### config.mk
export PLATFORM = sky130hd
export DESIGN_NAME = r2ifft_bfly
export DESIGN_NICKNAME = d
export VERILOG_FILES = /design/src/design/r2ifft_pkg.sv /design/src/design/r2ifft_bfly.sv
export SDC_FILE = /design/constraint.sdc
export NUM_CORES = 2
export LEC_CHECK = 0
export ABC_CLOCK_PERIOD_IN_PS = 8450
export BUFFER_PORTS_ARGS = -buffer_cell sky130_fd_sc_hd__buf_2
export CAP_MARGIN = 30
export CORE_ASPECT_RATIO = 0.75
export CORE_MARGIN = 5
export CORE_UTILIZATION = 55
export DETAILED_ROUTE_END_ITERATION = 10
export PLACE_DENSITY_LB_ADDON = 0.08
export SLEW_MARGIN = 30
export SYNTH_ARGS = -nofsm -noshare
export SYNTH_HDL_FRONTEND = slang
export SYNTH_SLANG_ARGS = --single-unit
### constraint.sdc
create_clock -name clk -period 8.45 [get_ports clk]
set_input_delay 0.4225 -clock clk [delete_from_list [all_inputs] [get_ports clk]]
set_output_delay 0.4225 -clock clk [all_outputs]
set_load 0.01 [all_outputs]
### src/design/r2ifft_pkg.sv
`default_nettype none
package r2ifft_pkg;
	localparam int MAX_LOG2 = 10;
	localparam logic [1:0] ACT_TW    = 2'd0;
	localparam logic [1:0] ACT_LOAD  = 2'd1;
	localparam logic [1:0] ACT_START = 2'd2;
	localparam logic [1:0] ACT_READ  = 2'd3;
	localparam int INT_CNT_W = 15;
	localparam int OUT_CNT_W = 12;
	localparam logic signed [63:0] ROUND_HALF = 64'sd16384;

	typedef struct packed {
		logic signed [31:0] re;
		logic signed [31:0] im;
	} wide_pair_t;

	function automatic logic signed [15:0] sat16(input logic signed [31:0] v);
		if (v > 32'sd32767) return 16'sh7fff;
		else if (v < -32'sd32768) return 16'sh8000;
		else return v[15:0];
	endfunction

	function automatic logic sat16_hit(input logic signed [31:0] v);
		return (v > 32'sd32767) || (v < -32'sd32768);
	endfunction

	function automatic logic signed [31:0] sat32(input logic signed [34:0] v);
		if (v > 35'sh0_7fff_ffff) return 32'sh7fff_ffff;
		else if (v < -35'sh0_8000_0000) return 32'sh8000_0000;
		else return v[31:0];
	endfunction

	function automatic logic sat32_hit(input logic signed [34:0] v);
		return (v > 35'sh0_7fff_ffff) || (v < -35'sh0_8000_0000);
	endfunction

	function automatic logic signed [33:0] round_q15(input logic signed [63:0] v);
		logic [63:0] mag;
		logic [63:0] q;
		mag = v[63] ? 64'(-v) : 64'(v);
		q = (mag + 64'(ROUND_HALF)) >> 15;
		return v[63] ? 34'(-q) : 34'(q);
	endfunction
endpackage
`default_nettype wire

### src/design/r2ifft_bfly.sv
`default_nettype none
module r2ifft_bfly (
	input  wire logic                 clk,
	input  wire logic [2:0]           phase,
	input  wire logic                 bypass,
	input  wire logic signed [31:0]   a,
	input  wire logic signed [15:0]   b,
	input  wire r2ifft_pkg::wide_pair_t top,
	output logic signed [33:0]        rr,
	output logic signed [33:0]        ri
);
	logic signed [47:0] prod_q;
	logic signed [63:0] acc_q;
	logic signed [33:0] rr_q, ri_q;

	always_ff @(posedge clk) begin
		prod_q <= a * b;
		case (phase)
			3'd1: acc_q <= 64'(prod_q);
			3'd2: acc_q <= acc_q + 64'(prod_q);
			3'd3: begin
				rr_q <= r2ifft_pkg::round_q15(acc_q);
				acc_q <= 64'(prod_q);
			end
			3'd4: acc_q <= acc_q - 64'(prod_q);
			3'd5: ri_q <= r2ifft_pkg::round_q15(acc_q);
			default: acc_q <= acc_q;
		endcase
	end

	always_comb begin
		rr = bypass ? 34'(top.re) : rr_q;
		ri = bypass ? 34'(top.im) : ri_q;
	end
endmodule
`default_nettype wire

-- After elaboration in Yosys (flattened, before gate mapping)
Cells that the tools add are included.
- bits in registers: 180
- latch bits: 0
- memory bits (writable): 0
- ROM bits: 0
- input port bits: 117
- output and inout bits: 68
- memories: 0
- add/subtract/negate cells: 5
- $mul: 1
- div/mod/pow operators: 0
- order comparisons: 0
- equal/unequal tests: 5
- shift-type cells: 0
- multiplexer cells: 5
- bitwise logic cells: 0
- reduce and logical (&&, ||, !) cells: 2
- operator list (kind ; count):
    $pmux 64 s3 ; 1
    $mux 34 ; 3
    $add 64x48->64 ; 1
    $sub 64x48->64 ; 1
    $add 49x15->49 const B ; 1
    $mux 49 ; 1
    $neg 49->49 ; 1
    $mul 32x16->48 ; 1
    $neg 34->34 ; 1
    $eq 3x2->1 const B ; 2
    $eq 3x3->1 const B ; 2
    $eq 3x1->1 const B ; 1
    $reduce_bool 3->1 ; 1
    $reduce_or 2->1 ; 1

-- Depth between registers and ports, before layout
- depth in word-level cells: 5
- mapped depth: 28
- gate-level depth less buffers: 27

-- Worst setup path before layout
No wires, ideal clock.
- kind: input to register
- from: input port b[15]
- to: register prod_q[47]
- arrival time: 6.620 ns
- data required time: 8.378 ns
- path slack: 1.758 ns
- stages on the path: 23
- buffers on the path: 1
- cells stage by stage: inv_2 -> buf_1 -> nor2_1 -> fa_1 -> fa_1 -> fa_1 -> fa_1 -> fa_1 -> inv_1 -> fa_1 -> inv_1 -> ha_1 -> and3_1 -> and2_1 -> a221o_1 -> a22o_1 -> a31oi_1 -> o21ai_0 -> a31o_2 -> a21oi_1 -> o21ai_0 -> a21oi_1 -> xnor2_1
- cells in the longest elaborated chain, start to end: 1
- ends and longest elaborated chain (item ; line ; RTL):
    start, declared ; r2ifft_bfly.sv:7 ; input wire logic signed [15:0] b,
    $mul 32x16->48 ; r2ifft_bfly.sv:17 ; prod_q <= a * b;
    end signal, assigned ; r2ifft_bfly.sv:17 ;
    end, declared ; r2ifft_bfly.sv:12 ; logic signed [47:0] prod_q;
No other way between the ends.
A chain may end at the register's enable or synchronous reset.

-- Worst setup path in the final report
- from: input port b[7]
- to: register prod_q[47]
Same word-level chain as after synthesis.

==> run_results.csv <==
group,metric,value,unit
worst_setup_path,r2r_slack,1.82,ns
routing,routed-via-count,25390,
synthesis,yosysMostFrequentCell,"inv_1",
global_route,antenna_found_initial,1,
worst_setup_path,critPathKind,"primary input to flip-flop",
clock_network,cts_resized,0,
clock_network,cts_root_buffer,"clkbuf_16",
synthesis,synthTopCellsByArea,"fa_1, edfxtp_1, inv_1",
floorplanning,initial_utilization,55.7,%
floorplanning,num_io_pins,185,
routing,ant_nets,0,
clock_network,cts_tree,"yes",
synthesis,synth_area_leader_cell,"fa_1",
worst_setup_path,crit_path_top_delay_cell,"fa_1",
floorplanning,rows,76,
synthesis,ys_dominant_reg_cell,"edfxtp_1",
clock_network,clk_pin_slew,0.08,ns
synthesis,synth-async-reset-ratio,0,%
synthesis,yosys_warnings,0,
clock_network,cts.htree.levels,4,
global_route,grt_max_degree,77,
worst_setup_path,crit_top_cell,"fa_1",
clock_network,clk_path_buf_depth,2,
floorplanning,die_h,219,microns
sta,worst_slew_pin_slew,0.935,ns
floorplanning,die-width,289,microns
global_route,grt_pass1_wl,137000,microns
clock_network,postCtsHoldBufs,0,
flow_run,drv_cap,0,
sta,hold_viol,0,
sta,fin_skew,0.0116,ns
synthesis,syn_avg_cell_area,8.78,sq um
sta,slew_viol_final,0,
routing,wl_per_cell,18.2,microns
sta,tns,0,ns
clock_network,cts.repair_timing.setup_buffer_count,0,
worst_setup_path,cp.arrival,7.80,ns
finish,final_nets,4506,
place,port_buffers,184,
clock_network,numCtsBuffers,17,
synthesis,ys_ff_latch,180,
sta,slew_headroom,37.5,%
worst_setup_path,critPathBufInv,6,
synthesis,yosysTopAreaCellShare,30.3,%
place,post_dp_cell_area,0.0336,sq mm
synthesis,ys_seq_area_share,15.3,%
sta,finalCriticalPeriod,7.40,ns
routing,vias_per_cell,5.62,
clock_network,clock_latency,0.46,ns
worst_setup_path,reg2reg_to,"acc_q[59]$_DFFE_PP_",
sta,period_share,87.6,%
worst_setup_path,r2r_cells,24,
status,outcome,"finished clean",
worst_setup_path,end_kind,"flip-flop",
sta,fin_ws,1.05,ns
sta,setup_viol,0,
sta,grt_setup_unrepaired,"false",
finish,area_growth,6.51,%
min_path,hold_depth,3,
min_path,hp-class,"primary input to flip-flop",
routing,drc,0,
sta,clock.fmax,135,MHz
synthesis,ys_top_cells_by_count,"inv_1, fa_1, nand2_1",
finish,drive_gt1_share,9.77,%
routing,firstDrtPassIters,6,
min_path,hold_path_end,"prod_q[0]$_DFF_P_",
floorplanning,dieArea,0.0635,sq mm
worst_setup_path,regToRegStartpoint,"prod_q[4]$_DFF_P_",
floorplanning,core,0.0577,sq mm
min_path,min_from,"a[0]",
finish,final_area,0.0343,sq mm
synthesis,synth_cell_types,94,
worst_setup_path,cp_max_fo,32,
clock_network,cts.sinks,180,
worst_setup_path,cpPeakStageDelay,0.55,ns
worst_setup_path,startpoint_type,"primary input",
synthesis,syn_nets,4448,
place,gp_congestion,0.908,
synthesis,synth-edff-count,132,
synthesis,syn_area,0.0322,sq mm
global_route,grt_pass1_vias,26729,
global_route,overflow,0,
synthesis,synthCells,3664,
routing,routed_wl,82300,microns
worst_setup_path,cp.required,8.84,ns
routing,drt_first_iter_violations,1648,
place,place_ws,0.650,ns
place,dp_hpwl,65600,microns
global_route,track_usage,26.7,%
worst_setup_path,critPathTopFamily,"adder cells",
## how the worst max path moves through the flow
stage	startpoint	endpoint	slack (ns)	depth (start not counted)
after floorplan	b[15]	prod_q[47]$_DFF_P_	1.76	23
after global placement	b[7]	prod_q[47]$_DFF_P_	0.76	27
after detailed placement	b[7]	prod_q[47]$_DFF_P_	0.65	27
after CTS	b[7]	prod_q[47]$_DFF_P_	1.13	27
after global routing	b[7]	prod_q[47]$_DFF_P_	0.58	27
final	b[7]	prod_q[47]$_DFF_P_	1.05	27
## sequential cells by signal (all words and copies together) (netlist names)
signal	count
rr_q	34
ri_q	34
acc_q	64
prod_q	48
## through the flow
step	instances	hold slack [ns]	utilization (%)
floorplan	3664	0.546	-
global placement	4482	0.611	58.2
detailed placement	4482	0.628	58.2
CTS	4514	0.527	59.3
global route	4515	0.547	59.4
finish	4516	0.571	59.4
## cell type report
| cell class | instances | area (sq um) |
|---|---|---|
| Inverter | 657 | 2470 |
| Fill cell | 5103 | 23500 |
| Timing Repair Buffer | 210 | 1130 |
| Clock buffer | 19 | 475 |
| Clock inverter | 13 | 146 |
| Sequential cell | 180 | 4920 |
| Antenna cell | 1 | 2.50 |
| Tap cell | 780 | 976 |
| Multi-Input combinational cell | 2656 | 24200 |
## per-layer routing
| metal | vias to the layer above | global-route usage, % | wire length, microns |
|---|---|---|---|
| li1 | 11863 | - | - |
| met1 | 12685 | 37.4 | 36200 |
| met2 | 728 | 44.5 | 39800 |
| met3 | 114 | 4.12 | 4840 |
| met4 | 0 | 5.73 | 1420 |
| met5 | - | 0 | 0 |
## cells in the final DEF, fill, tap and decap left out, types with 8 or more instances in the layout
cell and count:
nand2b_1 28, edfxtp_1 132, o21a_1 9, o21ai_1 9, nand4_1 34, xnor2_1 172, a21o_1 66, ha_1 180
dfxtp_1 48, a31oi_1 28, clkbuf_16 19, mux2i_1 14, or4_1 8, nor2b_1 21, a211oi_1 9, buf_4 25
and3_1 20, xor2_1 76, o21ai_0 125, a21oi_1 204, or3_1 14, o211ai_1 11, nor3_1 38, fa_1 487
nand2_1 420, o31ai_1 20, nor2_1 158, inv_1 656, mux2_2 68, buf_2 184, a41oi_1 8, nor4_1 19
and4_1 10, nand3_1 45, or2_2 10, o21bai_1 20, and2_1 209
## cells by family after synthesis
family | after synthesis | share of synthesized area, %
flip-flops | 180 | 15.3
adder cells (fa/ha/maj) | 667 | 37.3
multiplexers | 82 | 2.82
AND/OR/NAND/NOR | 1072 | 16.5
buffers and inverters | 828 | 9.71
AO/OA/AOI/OAI | 584 | 11.4
XOR/XNOR | 251 | 6.91
## worst reg2reg max path, cell delays in order, from the launching register on
cell and delay, ns:
dfxtp_1 0.37, nor4_1 0.38, nand2_1 0.13, nor4_1 0.20, buf_4 0.18, nand3b_1 0.10
nor2_1 0.34, nand3_1 0.21, nor4_1 0.26, buf_4 0.20, nor2b_1 0.49, a21oi_1 0.18
xnor2_1 0.17, ha_1 0.37, and2_1 0.26, nand4_1 0.17, nor4_1 0.09, buf_4 0.14
a2111oi_1 0.86, o41a_1 0.32, o21ai_0 0.16, a31o_2 0.32, a21boi_0 0.23, xor2_1 0.16
o21ai_0 0.08
Power is not shown: default switching activity piles up to over one toggle a cycle in this logic, so the estimate is an artifact.
